### src/rtl/core/assert_macros.svh
// Assertion macros shared by the binomial core RTL.
// Each macro expects clk and rst_n to be visible at the point of use.
`ifndef ASSERT_MACROS_SVH
`define ASSERT_MACROS_SVH

// Plain property, checked outside reset.
`define BCM_ASSERT(lbl, prop, msg) \
  lbl: assert property (@(posedge clk) disable iff (!rst_n) (prop)) else $error(msg);

// Same-cycle implication, checked outside reset.
`define BCM_ASSERT_IMPL(lbl, ante, cons, msg) \
  lbl: assert property (@(posedge clk) disable iff (!rst_n) (ante) |-> (cons)) else $error(msg);

`endif

### src/rtl/core/bcm_pkg.sv
`timescale 1ns / 1ps
// ---------------------------------------------------------------------------
// bcm_pkg: shared types and constants for the binomial core
// Field widths, serial datapath sizes and the unit handshake structs.
// ---------------------------------------------------------------------------
package bcm_pkg;

  // field widths
  localparam int N_W    = 6;
  localparam int COEF_W = 63;

  // largest n that gets a real coefficient
  localparam int MAX_N  = 63;

  // compare width for n against MAX_N
  localparam int NX_W   = 8;

  // exact product acc * m fits here
  localparam int PROD_W = COEF_W + N_W;

  // bit counter for one serial pass
  localparam int CNT_W  = $clog2(PROD_W + 1);

  // saturation value for out-of-range n
  localparam logic [COEF_W-1:0] COEF_ALL_ONES = {COEF_W{1'b1}};

  // control word into a serial unit
  typedef struct packed {
    logic go;
  } unit_ctl_t;

  // status word out of a serial unit
  typedef struct packed {
    logic busy;
    logic done;
  } unit_sts_t;

endpackage

### src/rtl/core/binomial_multiplicative_core.sv
`timescale 1ns / 1ps
// ---------------------------------------------------------------------------
// binomial_multiplicative_core: binomial coefficient C(n,r)
// Takes n and r, returns C(n,r) by the multiplicative formula on serial units.
// ---------------------------------------------------------------------------
// One word in, one word out. The core takes r' = min(r, n-r) and runs r'
// steps; each step multiplies the running value by (n-i) in a bit-serial
// multiplier and then divides exactly by (i+1) in a bit-serial divider.
// r above n gives 0; r' of zero gives 1; n above MAX_N saturates to all
// ones. One item is worked at a time; the next word is taken while a finished
// result still waits in the output register.
`include "assert_macros.svh"

module binomial_multiplicative_core
  import bcm_pkg::*;
(
  input  logic              clk,
  input  logic              rst_n,
  input  logic              in_valid,
  output logic              in_stall,
  input  logic [N_W-1:0]    in_n,
  input  logic [N_W-1:0]    in_r,
  output logic              out_valid,
  input  logic              out_stall,
  output logic [COEF_W-1:0] out_coefficient
);

  typedef enum logic [1:0] {
    S_IDLE,
    S_MUL,
    S_DIV,
    S_FIN
  } state_t;

  state_t            state_r;
  logic [COEF_W-1:0] acc_r;
  logic [N_W-1:0]    n_r;
  logic [N_W-1:0]    k_r;
  logic [N_W-1:0]    i_r;
  logic              mul_go_r;
  logic              div_go_r;
  logic              out_valid_r;
  logic [COEF_W-1:0] out_coef_r;

  unit_ctl_t         mul_ctl, div_ctl;
  unit_sts_t         mul_sts, div_sts;
  logic [PROD_W-1:0] mul_prod;
  logic [PROD_W-1:0] div_quot;

  logic              in_fire;
  logic              n_over;
  logic              r_over;
  logic [N_W-1:0]    n_minus_r;
  logic [N_W-1:0]    k_in;
  logic [N_W-1:0]    i_inc;

  // input decode
  always_comb begin
    in_fire   = in_valid && !in_stall;
    n_over    = (NX_W'(in_n) > NX_W'(MAX_N));
    r_over    = (in_r > in_n);
    n_minus_r = in_n - in_r;
    k_in      = (in_r > n_minus_r) ? n_minus_r : in_r;
    i_inc     = i_r + N_W'(1);
  end

  // serial units
  assign mul_ctl.go = mul_go_r;
  assign div_ctl.go = div_go_r;

  bcm_mul u_mul (
    .clk   (clk),
    .rst_n (rst_n),
    .ctl   (mul_ctl),
    .acc   (acc_r),
    .mult  (n_r - i_r),
    .sts   (mul_sts),
    .prod  (mul_prod)
  );

  bcm_div u_div (
    .clk      (clk),
    .rst_n    (rst_n),
    .ctl      (div_ctl),
    .dividend (mul_prod),
    .divisor  (i_inc),
    .sts      (div_sts),
    .quot     (div_quot)
  );

  // sequencer and output register
  always_ff @(posedge clk) begin
    if (!rst_n) begin
      state_r     <= S_IDLE;
      mul_go_r    <= 1'b0;
      div_go_r    <= 1'b0;
      out_valid_r <= 1'b0;
    end else begin
      mul_go_r <= 1'b0;
      div_go_r <= 1'b0;
      // word taken; in S_FIN the register is refilled instead
      if (out_valid_r && !out_stall && state_r != S_FIN) begin
        out_valid_r <= 1'b0;
      end
      unique case (state_r)
        S_IDLE: begin
          if (in_fire) begin
            n_r <= in_n;
            k_r <= k_in;
            i_r <= '0;
            priority if (n_over) begin
              acc_r   <= COEF_ALL_ONES;
              state_r <= S_FIN;
            end else if (r_over) begin
              acc_r   <= '0;
              state_r <= S_FIN;
            end else if (k_in == '0) begin
              acc_r   <= COEF_W'(1);
              state_r <= S_FIN;
            end else begin
              acc_r    <= COEF_W'(1);
              mul_go_r <= 1'b1;
              state_r  <= S_MUL;
            end
          end
        end
        S_MUL: begin
          if (mul_sts.done) begin
            div_go_r <= 1'b1;
            state_r  <= S_DIV;
          end
        end
        S_DIV: begin
          if (div_sts.done) begin
            acc_r <= div_quot[COEF_W-1:0];
            i_r   <= i_inc;
            if (i_inc == k_r) begin
              state_r <= S_FIN;
            end else begin
              mul_go_r <= 1'b1;
              state_r  <= S_MUL;
            end
          end
        end
        S_FIN: begin
          if (!out_valid_r || !out_stall) begin
            out_coef_r  <= acc_r;
            out_valid_r <= 1'b1;
            state_r     <= S_IDLE;
          end
        end
        default: state_r <= S_IDLE;
      endcase
    end
  end

  assign in_stall        = (state_r != S_IDLE);
  assign out_valid       = out_valid_r;
  assign out_coefficient = out_coef_r;

  // checks
  `BCM_ASSERT(a_units_exclusive, !(mul_sts.busy && div_sts.busy), "mul and div both busy")
  `BCM_ASSERT_IMPL(a_mul_done_state, mul_sts.done, state_r == S_MUL, "mul done outside S_MUL")
  `BCM_ASSERT_IMPL(a_div_done_state, div_sts.done, state_r == S_DIV, "div done outside S_DIV")
  `BCM_ASSERT_IMPL(a_step_range, (state_r == S_MUL || state_r == S_DIV), i_r < k_r,
                   "step index past end")

endmodule

### src/rtl/core/bcm_mul.sv
`timescale 1ns / 1ps
// ---------------------------------------------------------------------------
// bcm_mul: bit-serial multiplier
// Multiplies the running coefficient by a 6-bit factor, one bit per cycle,
// LSB first, with a narrow carry register.
// ---------------------------------------------------------------------------
module bcm_mul
  import bcm_pkg::*;
(
  input  logic              clk,
  input  logic              rst_n,
  input  unit_ctl_t         ctl,
  input  logic [COEF_W-1:0] acc,
  input  logic [N_W-1:0]    mult,
  output unit_sts_t         sts,
  output logic [PROD_W-1:0] prod
);

  logic [COEF_W-1:0] a_r,     a_nxt;
  logic [PROD_W-1:0] p_r,     p_nxt;
  logic [N_W-1:0]    carry_r, carry_nxt;
  logic [N_W-1:0]    m_r;
  logic [CNT_W-1:0]  cnt_r;
  logic              busy_r;
  logic              done_r;
  logic [N_W:0]      sum;

  // one product bit per cycle; carry stays below the factor
  always_comb begin
    sum       = {1'b0, carry_r} + ({(N_W + 1){a_r[0]}} & {1'b0, m_r});
    carry_nxt = sum[N_W:1];
    a_nxt     = {1'b0, a_r[COEF_W-1:1]};
    p_nxt     = {sum[0], p_r[PROD_W-1:1]};
  end

  // control
  always_ff @(posedge clk) begin
    if (!rst_n) begin
      busy_r <= 1'b0;
      done_r <= 1'b0;
      cnt_r  <= '0;
    end else begin
      done_r <= 1'b0;
      if (ctl.go) begin
        busy_r <= 1'b1;
        cnt_r  <= '0;
      end else if (busy_r) begin
        cnt_r <= cnt_r + CNT_W'(1);
        if (cnt_r == CNT_W'(PROD_W - 1)) begin
          busy_r <= 1'b0;
          done_r <= 1'b1;
        end
      end
    end
  end

  // datapath
  always_ff @(posedge clk) begin
    if (ctl.go) begin
      a_r     <= acc;
      m_r     <= mult;
      carry_r <= '0;
      p_r     <= '0;
    end else if (busy_r) begin
      a_r     <= a_nxt;
      carry_r <= carry_nxt;
      p_r     <= p_nxt;
    end
  end

  assign sts.busy = busy_r;
  assign sts.done = done_r;
  assign prod     = p_r;

endmodule

### src/rtl/core/bcm_div.sv
`timescale 1ns / 1ps
// ---------------------------------------------------------------------------
// bcm_div: bit-serial restoring divider
// Divides the product by a small divisor, MSB first, one quotient bit per
// cycle; the quotient builds up in place of the dividend.
// ---------------------------------------------------------------------------
module bcm_div
  import bcm_pkg::*;
(
  input  logic              clk,
  input  logic              rst_n,
  input  unit_ctl_t         ctl,
  input  logic [PROD_W-1:0] dividend,
  input  logic [N_W-1:0]    divisor,
  output unit_sts_t         sts,
  output logic [PROD_W-1:0] quot
);

  logic [PROD_W-1:0] q_r,   q_nxt;
  logic [N_W-1:0]    rem_r, rem_nxt;
  logic [N_W-1:0]    d_r;
  logic [CNT_W-1:0]  cnt_r;
  logic              busy_r;
  logic              done_r;
  logic [N_W:0]      trial;
  logic [N_W:0]      diff;
  logic              qbit;

  // shift in next dividend bit, subtract when it fits
  always_comb begin
    trial   = {rem_r, q_r[PROD_W-1]};
    diff    = trial - {1'b0, d_r};
    qbit    = (trial >= {1'b0, d_r});
    rem_nxt = qbit ? diff[N_W-1:0] : trial[N_W-1:0];
    q_nxt   = {q_r[PROD_W-2:0], qbit};
  end

  // control
  always_ff @(posedge clk) begin
    if (!rst_n) begin
      busy_r <= 1'b0;
      done_r <= 1'b0;
      cnt_r  <= '0;
    end else begin
      done_r <= 1'b0;
      if (ctl.go) begin
        busy_r <= 1'b1;
        cnt_r  <= '0;
      end else if (busy_r) begin
        cnt_r <= cnt_r + CNT_W'(1);
        if (cnt_r == CNT_W'(PROD_W - 1)) begin
          busy_r <= 1'b0;
          done_r <= 1'b1;
        end
      end
    end
  end

  // datapath
  always_ff @(posedge clk) begin
    if (ctl.go) begin
      q_r   <= dividend;
      d_r   <= divisor;
      rem_r <= '0;
    end else if (busy_r) begin
      q_r   <= q_nxt;
      rem_r <= rem_nxt;
    end
  end

  assign sts.busy = busy_r;
  assign sts.done = done_r;
  assign quot     = q_r;

endmodule
### config.mk
export PLATFORM = sky130hd
export DESIGN_NAME = binomial_multiplicative_core
export DESIGN_NICKNAME = d
export VERILOG_FILES = /design/src/rtl/core/bcm_pkg.sv /design/src/rtl/core/binomial_multiplicative_core.sv /design/src/rtl/core/bcm_mul.sv /design/src/rtl/core/bcm_div.sv
export VERILOG_INCLUDE_DIRS = /design/src /design/src/rtl/core
export SDC_FILE = /design/constraint.sdc
export NUM_CORES = 1
export LEC_CHECK = 0
export BUFFER_PORTS_ARGS = -buffer_cell sky130_fd_sc_hd__buf_4
export CORE_ASPECT_RATIO = 1.25
export CORE_UTILIZATION = 45
export DETAILED_ROUTE_END_ITERATION = 8
export GPL_TIMING_DRIVEN = 0
export SETUP_SLACK_MARGIN = 0.02
export SLEW_MARGIN = 0
export SYNTH_ARGS = -nofsm -noshare
export SYNTH_HDL_FRONTEND = slang
export SYNTH_SLANG_ARGS = --single-unit
### constraint.sdc
create_clock -name clk -period 5.5 [get_ports clk]
set_clock_uncertainty 0.1 [all_clocks]
set_input_delay 0.825 -clock clk [delete_from_list [all_inputs] [get_ports clk]]
set_output_delay 0.825 -clock clk [all_outputs]
set_load 0.01 [all_outputs]
Yosys cells after proc, flatten, opt, wreduce, memory -nomap -nowiden --
Index checks and enable logic that the tools add are counted.
Word-level totals: register bits 392, logic and storage cells 108
Cells by class: add/subtract/negate cells 7, $lt $le $gt $ge 3, equal/unequal tests 11, multiplexer cells 39, bitwise gates (word level) 4, reduce and logical (&&, ||, !) cells 22
Operators by type and width (count):
- 2-to-1 mux 63 bit | 4
- 2-to-1 mux 69 bit | 2
- one-hot mux 63 bit (2 select lines) | 1
- 2-to-1 mux 6 bit | 4
- 2-to-1 mux 1 bit | 18
- subtractor 6 bit | 3
- adder 7 x 1 -> 7 bit (second input constant) | 2
- equality test 7 bit (second input constant) | 2
- 2-to-1 mux 2 bit | 7
- > comparator 6 bit | 2
- one-hot mux 6 bit (2 select lines) | 1
- one-hot mux 2 bit (4 select lines) | 1
- AND reduction 4 bit | 2
- nonzero test 2 bit | 4
- adder 6 x 7 -> 7 bit | 1
- bitwise AND 7 x 6 -> 7 bit | 1
- greater-or-equal comparator 7 x 6 -> 1 bit | 1
- adder 6 x 1 -> 6 bit (second input constant) | 1
- equality test 6 bit | 1
- zero test 6 bit | 1
- != test 2 bit (second input constant) | 3
- AND reduction 3 bit | 2
- OR reduction 3 bit | 2
- equality test 2 bit (second input constant) | 2
- 10 further kinds | 18

Logic depth before layout (Yosys ltp) --
Gate-level depths: netlist of the first run.
depth in word-level cells 8, depth in mapped cells 14, gate-level depth less buffers 14

Modules after synthesis --
Synthesis of the first run repeated with hierarchy kept, for this count alone.
Unflattened totals: cells, all modules 1112, area total of the unflattened synthesis 16085.4 um^2
Modules (own cells, without submodules):
- bcm_mul | times used 1, cells an instance 464, area an instance 6103.4 um^2, sequential area each 3753.6 um^2
- binomial_multiplicative_core | times used 1, cells an instance 377, area an instance 5931.9 um^2, sequential area each 4424.2 um^2
- bcm_div | times used 1, cells an instance 271, area an instance 4050.1 um^2, sequential area each 2552.4 um^2

Least setup slack after synthesis of the first run --
OpenSTA, ideal clock, no wires.
kind input to register, from input port rst_n, to register acc_r[0] (enable), arrival time 4480 ps, data required time 4879 ps, path slack 400 ps, stages 3, cells stage by stage clkbuf_4 -> nand2b_1 -> a21oi_1
On the way: cells in the longest elaborated chain, start to end 1
Ends and longest elaborated chain:
- start: declaration | RTL line binomial_multiplicative_core.sv:18 | input logic rst_n,
- AND reduction 4 bit (no line)
- end signal: assignment | RTL line binomial_multiplicative_core.sv:135 | acc_r <= div_quot[COEF_W-1:0];
- end: declaration | RTL line binomial_multiplicative_core.sv:36 | logic [COEF_W-1:0] acc_r;
No other way between the ends. A chain may end at the register's enable or synchronous reset.

Worst setup path after layout of the first run --
from input port in_n[0], to register k_r[2] (data pin)
On the way: cells in the longest elaborated chain, start to end 3
Ends and longest elaborated chain:
- start: declaration | RTL line binomial_multiplicative_core.sv:21 | input logic [N_W-1:0] in_n,
- subtractor 6 bit * | RTL line binomial_multiplicative_core.sv:62 | n_minus_r = in_n - in_r;
- > comparator 6 bit | RTL line binomial_multiplicative_core.sv:63 | k_in = (in_r > n_minus_r) ? n_minus_r : in_r;
- 2-to-1 mux 6 bit * | RTL line binomial_multiplicative_core.sv:63
- net k_in[2] | RTL line binomial_multiplicative_core.sv:54 | logic [N_W-1:0] k_in;
- end signal: assignment | RTL line binomial_multiplicative_core.sv:109 | k_r <= k_in;
- end: declaration | RTL line binomial_multiplicative_core.sv:38 | logic [N_W-1:0] k_r;
The timed path passes the listed nets; every way through them passes the cells marked *.

==> summary.txt, run 1 <==
Worst hold path
  – Hold crit path type: reg -> reg

Cells and area
  – Antenna cell count: 0
  – Most common library cell in the layout ignoring fill and taps: edfxtp_1
  – Share of layout cells above drive strength 1: 24.92%
  – Synth-to-Final Area Change: 15.89%
  – Most frequent cells in the layout: edfxtp_1 (288), mux2_2 (131), nor2_1 (105), dfxtp_1 (104), mux2i_1 (81)
  – Nets: 1272
  – Fin area: 0.01855 mm^2
  – FILL cells: 2873

Job
  – Total of max-cap violations: 0

STA
  – Setup TNS: 0 ns
  – Tcrit/Tclk final: 63.36%
  – F_max: 286.9 MHz
  – Finish-stage setup viols: 0
  – Worst Slack Setup Final: 2.015 ns
  – Min cycle time layout: 3.485 ns
  – Slew @ Worst Pin: 0.9140 ns
  – Fin. max-slew vios: 0
  – Hold WS: 0.3435 ns
  – Hold Violations, Final: 0
  – Max-slew headroom: 39.07%
  – RSZ-0062 raised after global routing: false

CTS
  – CTS resizes: 0
  – Clk sink count: 392
  – CTS tree: done
  – CTS clk-pin slew, worst paths: 0.06 ns
  – CTS Buffer Depth: 3
  – Total CTS buffers: 39
  – Worst-Skew Late Latency: 0.52 ns
  – Post CTS Setup Buffer Count: 0
  – Root buffer cell: clkbuf_16
  – Hold buffers post-CTS: 0
  – H-tree levels: 2

Pwr
  – PwrDens: 350.0 mW/mm^2
  – Net Sw Power: 1442 uW
  – Flop pwr share: 52.4%
  – Switching Share: 22.21%
  – Part of the power in the clock network: 38.7%
  – Leak: 0.006703 uW
  – Comb power frac: 8.9%
  – Worst VDD drop: 0.0001629 V
  – Internal: 5051 uW
  – Power Total: 6493 uW

Drt
  – Total number of vias: 8438
  – Final ANT Viol Nets: 0
  – Detailed-route DRC error count: 0
  – Vias/cell: 4.917
  – TritonRoute pass-1 iters: 4
  – Final WL: 26200 um
  – Drt wl/cell: 15.27 um
  – DR iter-0 viols: 365

Synthesis
  – Post-synthesis sequential area ratio: 67.03%
  – Async SR Flop Fraction: 0%
  – Syn Std Cell Area: 0.01601 mm^2
  – Yosys Warn Count: 0
  – Yosys reg bits: 392
  – Syn nets: 1146
  – Unique masters post-synth: 63
  – Post-synth EDFFs: 288
  – Avg Inst Size Synth: 14.66 um^2
  – Syn Inst Count: 1092
  – Ys flop type: edfxtp_1

GRT
  – Initial antenna violation count: 0
  – Vias in the first global route: 8671
  – First-pass GRT wire length: 44240 um
  – Largest net degree at the start of global routing: 64
  – Overflow left after global routing: 0
  – GRT Total Usage: 15.42%

Setup path
  – Arr. time, crit path: 3.63 ns
  – CP max FO: 10
  – Critical Path RT: 5.65 ns
  – Crit path cell chain: buf_4 > inv_1 > ha_1 > inv_1 > fa_1 > nand3_1 > nand2_1 > xnor2_1 > ha_1 > a21oi_1 > a21boi_1 > o32ai_2 > clkbuf_1 > a21oi_1
  – Critical-path top delay cell: o32ai_2
  – Worst setup EP type: register
  – Worst path max stage delay: 0.45 ns
  – Worst Setup Start Kind: primary input
  – Critical path class: in -> reg

Floorplan
  – Num rows: 76
  – Chip height: 212.9 um
  – Starting density of the core: 46.12%
  – Die area: 0.03634 mm^2
  – Total core area: 0.03471 mm^2
  – IO Pins: 81
  – Die Wd: 170.7 um

Placed design
  – Gpl congestion: 0.7869
  – Placed cell area: 0.01734 mm^2
  – HPWL after DPL: 17700 um
  – Port Buffer Count: 80
  – Place WS: 1.532 ns

Outcome
  – Status: finished, final reports clean
power by group through the flow:
stage / clock network, uW / logic, uW / registers (uW)
2_1_floorplan: 0 / 429 / 3450
3_3_place_gp: 0 / 558 / 3470
3_5_place_dp: 0 / 587 / 3460
4_1_cts: 2590 / 591 / 3400
5_1_grt: 2710 / 656 / 3420
6_report: 2520 / 578 / 3400
layer usage:
| metal | GRT usage (%) | vias up | routed length, um |
|---|---|---|---|
| met2 | 26.59 | 112 | 13140 |
| met1 | 19.55 | 4078 | 11600 |
| met3 | 2.595 | 51 | 794 |
| li1 | - | 4197 | - |
| met4 | 5.281 | 0 | 659 |
| met5 | 0 | - | 0 |
cell type report:
| cell class | count | area (um^2) | share of cell area (%) |
|---|---|---|---|
| Buffer | 49 | 229.0 | 1.234 |
| Timing Repair Buffer | 85 | 723.2 | 3.898 |
| Multi-Input combinational cell | 607 | 4902 | 26.42 |
| Inverter | 44 | 165.2 | 0.8903 |
| Tap cell | 468 | 585.6 | 3.156 |
| Clock buffer | 54 | 1105 | 5.955 |
| Clock inverter | 17 | 111.4 | 0.6003 |
| Sequential cell | 392 | 10730 | 57.84 |
Yosys cell counts (all sizes together) (18+ instances only):
master | n | area, um^2
a21oi | 21 | 112.6
and2 | 70 | 437.9
buf | 25 | 125.1
clkbuf | 24 | 103.9
dfxtp | 104 | 2082
edfxtp | 288 | 8648
ha | 34 | 425.4
inv | 44 | 165.2
mux2 | 131 | 1475
mux2i | 81 | 810.8
nand2 | 20 | 75.07
nor2 | 105 | 394.1
xnor2 | 18 | 157.7
per-stage QoR:
stage	utilization, %	cells
floorplan	-	1092
global placement	49.54	1640
detailed placement	49.95	1645
CTS	53.45	1716
finish	53.45	1716
global route	53.45	1716
registers in the layout, summed over array words and instances, names as in the netlist, 7 cells and up:
name,flops
acc_r,63
u_mul.cnt_r,7
out_coefficient,63
u_div.cnt_r,7
u_mul.a_r,63
u_mul.prod,69
u_div.quot,69
final timing paths:
| kind | from | cells after the start | endpoint | slack [ns] |
|---|---|---|---|---|
| setup / recovery | in_n[0] | 14 | k_r[2] | 2.01 |
| hold reg to reg | acc_r[11] | 0 | out_coefficient[11] | 0.34 |
| hold / removal | acc_r[11] | 0 | out_coefficient[11] | 0.34 |
| setup reg to reg | mul_ctl | 5 | u_mul.a_r[38] | 2.43 |
worst max-delay path, delay by kind of cell:
| family | cells | cell delay (ns) |
|---|---|---|
| xor+xnor | 1 | 0.28 |
| buf+inv | 4 | 0.58 |
| compound gates | 4 | 0.85 |
| simple gates | 2 | 0.18 |
| fa+ha+maj | 3 | 0.91 |
cells by family after synthesis:
| group | Yosys count | synth area share [%] |
|---|---|---|
| xor+xnor | 33 | 1.892 |
| flops | 392 | 67.03 |
| simple gates | 257 | 8.176 |
| compound gates | 67 | 3.002 |
| buf+inv | 93 | 2.462 |
| fa+ha+maj | 38 | 3.158 |
| mux | 212 | 14.28 |
Note: power is estimated with default switching activity, not from simulation.
==> inputs of run 2 (changes only) <==
- clock period: 5.5 -> 3.6 ns (I/O delays scaled with it)
==> summary.txt, run 2 (synthesis gave the netlist of run 1 again) <==
Setup path
  – Arr. time, crit path: 3.27 ns (-0.36 ns)
  – Critical path class: in -> reg
  – CP max FO: 10 (unchanged)
  – Critical Path RT: 3.76 ns (-1.89 ns)
  – Worst Setup Start Kind: primary input
  – Worst setup EP type: register

Pwr
  – Worst VDD drop: 0.0003361 V (+110%)
  – Leak: 0.006722 uW (+0.28%)
  – PwrDens: 542.0 mW/mm^2 (+55%)

CTS
  – CTS clk-pin slew, worst paths: 0.06 ns (about the same)
  – CTS resizes: 0 (unchanged)
  – H-tree levels: 2 (unchanged)
  – Post CTS Setup Buffer Count: 0 (unchanged)
  – Total CTS buffers: 39 (unchanged)
  – CTS Buffer Depth: 3 (unchanged)
  – Root buffer cell: clkbuf_16
  – Clk sink count: 392 (unchanged)
  – Hold buffers post-CTS: 0 (unchanged)
  – CTS tree: done
  – Worst-Skew Late Latency: 0.53 ns (about the same)

GRT
  – Vias in the first global route: 8558 (-1.3%)
  – GRT Max-Usage Layer: met2
  – Initial antenna violation count: 0 (unchanged)
  – GR Util met2: 27.09% (+0.51 points)
  – Overflow left after global routing: 0 (unchanged)
  – Largest net degree at the start of global routing: 64 (unchanged)
  – GRT met1 Usage: 18.50% (-1.1 points)
  – Grt met3 use: 2.762% (+0.17 points)
  – First-pass GRT wire length: 43350 um (-2.0%)
  – GRT Total Usage: 15.16% (-0.26 points)

Drt
  – Drt wl/cell: 15.43 um (+1.1%)
  – Final ANT Viol Nets: 0 (unchanged)
  – Detailed-route DRC error count: 0 (unchanged)
  – Total number of vias: 8419 (-0.23%)
  – DR iter-0 viols: 429 (+18%)
  – Final WL: 26480 um (+1.1%)
  – Vias/cell: 4.906 (-0.23%)
  – TritonRoute pass-1 iters: 4 (unchanged)

Floorplan
  – Num rows: 76 (unchanged)
  – Total core area: 0.03471 mm^2 (unchanged)
  – Chip height: 212.9 um (unchanged)
  – Die area: 0.03634 mm^2 (unchanged)
  – Die Wd: 170.7 um (unchanged)
  – IO Pins: 81 (unchanged)
  – Starting density of the core: 46.12% (unchanged)

Cells and area
  – Share of layout cells above drive strength 1: 25.16% (+0.24 points)
  – Fin area: 0.01859 mm^2 (+0.18%)
  – Antenna cell count: 0 (unchanged)
  – Most frequent cells in the layout: edfxtp_1 (288), mux2_2 (131), nor2_1 (105), dfxtp_1 (104), mux2i_1 (81)
  – Storage cell area: 0.01073 mm^2 (unchanged)
  – FILL cells: 2917 (+1.5%)
  – Nets: 1271 (-0.079%)
  – Multi-input gate area: 0.004902 mm^2 (unchanged)
  – Synth-to-Final Area Change: 16.10%
  – Most common library cell in the layout ignoring fill and taps: edfxtp_1

Job
  – Total of max-cap violations: 0 (unchanged)

STA
  – Hold Violations, Final: 0 (unchanged)
  – Min cycle time layout: 3.111 ns
  – F_max: 321.4 MHz
  – Fin. max-slew vios: 0 (unchanged)
  – Finish-stage setup viols: 0 (unchanged)
  – Slew @ Worst Pin: 0.9366 ns (+0.02259 ns)
  – Worst Slack Setup Final: 0.4890 ns (-1.526 ns)
  – Max-slew headroom: 37.56% (-1.5 points)
  – Setup TNS: 0 ns (unchanged)
  – RSZ-0062 raised after global routing: false
  – Tcrit/Tclk final: 86.42%

Placed design
  – Gpl congestion: 0.7912 (+0.55%)
  – HPWL after DPL: 17640 um (-0.32%)
  – Port Buffer Count: 80 (unchanged)
  – Place WS: -0.04758 ns (-1.579 ns)
  – Placed cell area: 0.01731 mm^2 (-0.16%)

Worst hold path
  – Hold crit path type: in -> reg

Outcome
  – Status: finished, final reports clean
-- run 2: metrics by stage --
| step | hold WS [ns] | utilization (%) | total power [uW] | cells |
|---|---|---|---|---|
| floorplan | 0.3181 | - | 5924 | 1092 |
| global placement | 0.3298 | 49.55 | 6153 | 1640 |
| CTS | 0.07959 | 53.55 | 10220 | 1716 |
| global route | 0.08335 | 53.55 | 10510 | 1716 |
| finish | 0.1053 | 53.55 | 10070 | 1716 |
| detailed placement | 0.3316 | 49.87 | 6188 | 1644 |
-- run 2: worst paths after layout --
check / from / to / slack [ns] / depth (start not counted)
worst max register to register: div_ctl / u_div.quot[25] / 0.54 / 5
worst max-delay path: in_n[0] / k_r[5] / 0.49 / 14
worst min register to register: acc_r[19] / out_coefficient[19] / 0.34 / 0
worst min-delay path: in_n[5] / n_r[5] / 0.11 / 1
-- run 2: metal layers --
| layer | vias up | share of wire, % | wire (um) |
|---|---|---|---|
| li1 | 4185 | - | - |
| met1 | 4073 | 43 | 11480 |
| met5 | - | 0 | 0 |
| met2 | 126 | 52 | 13650 |
| met4 | 0 | 1.6 | 430 |
| met3 | 35 | 3.5 | 918 |
-- run 2: final cells by class --
cell class                 count  share of cell area [%]
inverter                      44                  0.8886
clock inverter                21                   1.050
clock buffer                  51                   5.823
multi-input combinational    607                   26.38
buffer                        49                   1.232
sequential                   392                   57.74
tap                          468                   3.151
timing repair buffer          84                   3.743
-- run 2: report_power, final --
part / switching, uW / internal (uW) / leakage, uW / total (uW)
clock: 1650 / 2350 / 0.000631 / 4000
combinational: 482 / 399 / 0.00260 / 882
sequential: 99.9 / 5090 / 0.00349 / 5190
total: 2230 / 7840 / 0.00672 / 10100
-- run 2: worst max-delay path: stages --
cell	delay (ns)
buf_4	0.12
inv_1	0.05
ha_1	0.19
inv_1	0.06
fa_1	0.41
nand3_1	0.11
nand2_1	0.07
xnor2_1	0.25
ha_1	0.32
a21oi_1	0.15
a21boi_1	0.10
o32ai_2	0.43
clkbuf_1	0.33
o21ai_0	0.14
==> inputs of run 3 (changes only) <==
--- a/config.mk
+++ b/config.mk
@@ -10,4 +10,5 @@
 export CORE_ASPECT_RATIO = 1.25
 export CORE_UTILIZATION = 45
+export CTS_BUF_LIST = sky130_fd_sc_hd__clkbuf_2
 export DETAILED_ROUTE_END_ITERATION = 8
 export GPL_TIMING_DRIVEN = 0
==> constraint.sdc (replaced) <==
create_clock -name clk -period 3.6 [get_ports clk]
set_clock_uncertainty 0.1 [all_clocks]
set_input_delay 0.18 -clock clk [delete_from_list [all_inputs] [get_ports clk]]
set_output_delay 0.18 -clock clk [all_outputs]
set_load 0.01 [all_outputs]
==> summary.txt, run 3 (synthesis gave the netlist of run 1 again) <==
Floorplan
  – Die area: 0.03634 mm^2 (unchanged)
  – IO Pins: 81 (unchanged)
  – Starting density of the core: 46.12% (unchanged)
  – Chip height: 212.9 um (unchanged)
  – Die Wd: 170.7 um (unchanged)
  – Num rows: 76 (unchanged)
  – Total core area: 0.03471 mm^2 (unchanged)

STA
  – RSZ-0062 raised after global routing: false
  – Min cycle time layout: 3.374 ns (+0.2626 ns)
  – Slew @ Worst Pin: 0.9310 ns (-0.005607 ns)
  – F_max: 296.4 MHz (-7.8%)
  – Fin. max-slew vios: 0 (unchanged)
  – Finish-stage setup viols: 0 (unchanged)
  – Worst Slack Setup Final: 0.2264 ns (-0.2626 ns)
  – Max-slew headroom: 37.71% (+0.14 points)
  – Tcrit/Tclk final: 93.71% (+7.3 points)
  – Hold Violations, Final: 0 (unchanged)

GRT
  – Largest net degree at the start of global routing: 64 (unchanged)
  – First-pass GRT wire length: 44460 um (+2.5%)
  – Vias in the first global route: 9177 (+7.2%)
  – GRT Total Usage: 15.57% (+0.41 points)
  – Initial antenna violation count: 2 (+2)
  – Overflow left after global routing: 0 (unchanged)

Setup path
  – Arr. time, crit path: 3.92 ns (+0.65 ns)
  – Critical path class: in -> reg
  – Critical Path RT: 4.14 ns (+0.38 ns)
  – Register-to-register setup slack: 0.55 ns (about the same)
  – Worst Setup Start Kind: primary input
  – Worst setup EP type: register
  – CP max FO: 10 (unchanged)

CTS
  – Clk sink count: 392 (unchanged)
  – Root buffer cell: clkbuf_2
  – CTS Buffer Depth: 3 (unchanged)
  – Worst-Skew Late Latency: 0.94 ns (+0.41 ns)
  – H-tree levels: 3 (+1)
  – Total CTS buffers: 93 (+140%)
  – CTS clk-pin slew, worst paths: 0.08 ns (+0.02 ns)
  – CTS tree: done

Drt
  – Final WL: 26970 um (+1.9%)
  – Drt wl/cell: 14.56 um (-5.6%)
  – DR iter-0 viols: 334 (-22%)
  – Detailed-route DRC error count: 0 (unchanged)
  – Vias/cell: 4.812 (-1.9%)
  – Total number of vias: 8912 (+5.9%)
  – TritonRoute pass-1 iters: 5 (+1)
  – Final ANT Viol Nets: 0 (unchanged)

Cells and area
  – FILL cells: 2970 (+1.8%)
  – Most frequent cells in the layout: edfxtp_1 (288), clkbuf_2 (148), mux2_2 (131), nor2_1 (105), dfxtp_1 (104)
  – Non-Filler Instances: 1852 (+7.9%)
  – Fin area: 0.01856 mm^2 (-0.14%)
  – Storage cell area: 0.01073 mm^2 (unchanged)
  – Synth-to-Final Area Change: 15.94%
  – Finished Core Util: 53.47% (-0.076 points)
  – Nets: 1358 (+6.8%)
  – Multi-input gate area: 0.004913 mm^2 (+0.23%)
  – Most common library cell in the layout ignoring fill and taps: edfxtp_1
  – Share of layout cells above drive strength 1: 29.78% (+4.6 points)

Placed design
  – Port Buffer Count: 80 (unchanged)
  – Placed cell area: 0.01731 mm^2 (unchanged)
  – Gpl congestion: 0.7912 (unchanged)
  – Place WS: 0.3124 ns (+0.3600 ns)
  – HPWL after DPL: 17640 um (unchanged)
  – DP Cell Count: 1644 (unchanged)

Pwr
  – PwrDens: 487.9 mW/mm^2 (-10%)
  – Power Total: 9054 uW (-10%)
  – Worst VDD drop: 0.0002036 V (-39%)
  – Leak: 0.006919 uW (+2.9%)

Job
  – Total of max-cap violations: 0 (unchanged)

Worst hold path
  – Hold crit path type: in -> reg

Outcome
  – Status: finished, final reports clean
-- run 3: worst max-delay path: stages --
cell and delay, ns:
dlygate4sd3_1 0.53, buf_4 0.15, inv_1 0.05, ha_1 0.19, inv_1 0.07, fa_1 0.40
nand3_1 0.10, nand2_1 0.07, xnor2_1 0.26, ha_1 0.33, a21oi_1 0.15, a21boi_1 0.13
o32ai_4 0.38, clkbuf_2 0.26, o21ai_0 0.08, dlygate4sd3_1 0.56
-- run 3: per-layer routing --
layer	routed length, um	vias to the layer above	global-route usage, %
li1	-	4419	-
met3	1094	61	3.689
met1	11410	4266	18.10
met4	634	0	6.182
met5	0	-	0
met2	13830	166	27.53
-- run 3: repair_timing --
item | CTS | global route
hold buffers | 33 | 0
endpoints found under the hold margin | 104 | 0
endpoints found under the setup margin | 0 | 3
gates resized for setup | 0 | 3
buffers inserted | 0 | 0
-- run 3: path summary, 6_finish.rpt --
check / startpoint / end / cells after the start
worst max register to register: mul_ctl / u_mul.a_r[30] / 5
worst min-delay path: in_valid / mul_ctl / 4
worst min register to register: acc_r[32] / out_coefficient[32] / 0
worst max-delay path: in_n[0] / k_r[4] / 16
-- run 3: final cells by class --
class,count,area share (%)
diodes,4,0.05393
clock buffers,147,3.964
multi-input cells,607,26.47
inverters,44,0.8899
repair buffers,117,5.528
well taps,468,3.155
clock inverters,24,0.8764
plain buffers,49,1.240
flip-flops and latches,392,57.82
-- run 3: per-stage QoR --
stage,TNS [ns],hold slack (ns)
floorplan,0,0.1789
global placement,-85.12,0.2795
detailed placement,0,0.2764
CTS,0,0.07284
global route,0,0.09746
finish,0,0.1810
-- run 3: where the power goes --
part	switching, uW	leakage, uW	internal [uW]
registers	99.6	0.00349	5090
logic	494	0.00275	439
clock network	1710	0.000684	1230
total	2300	0.00692	6750
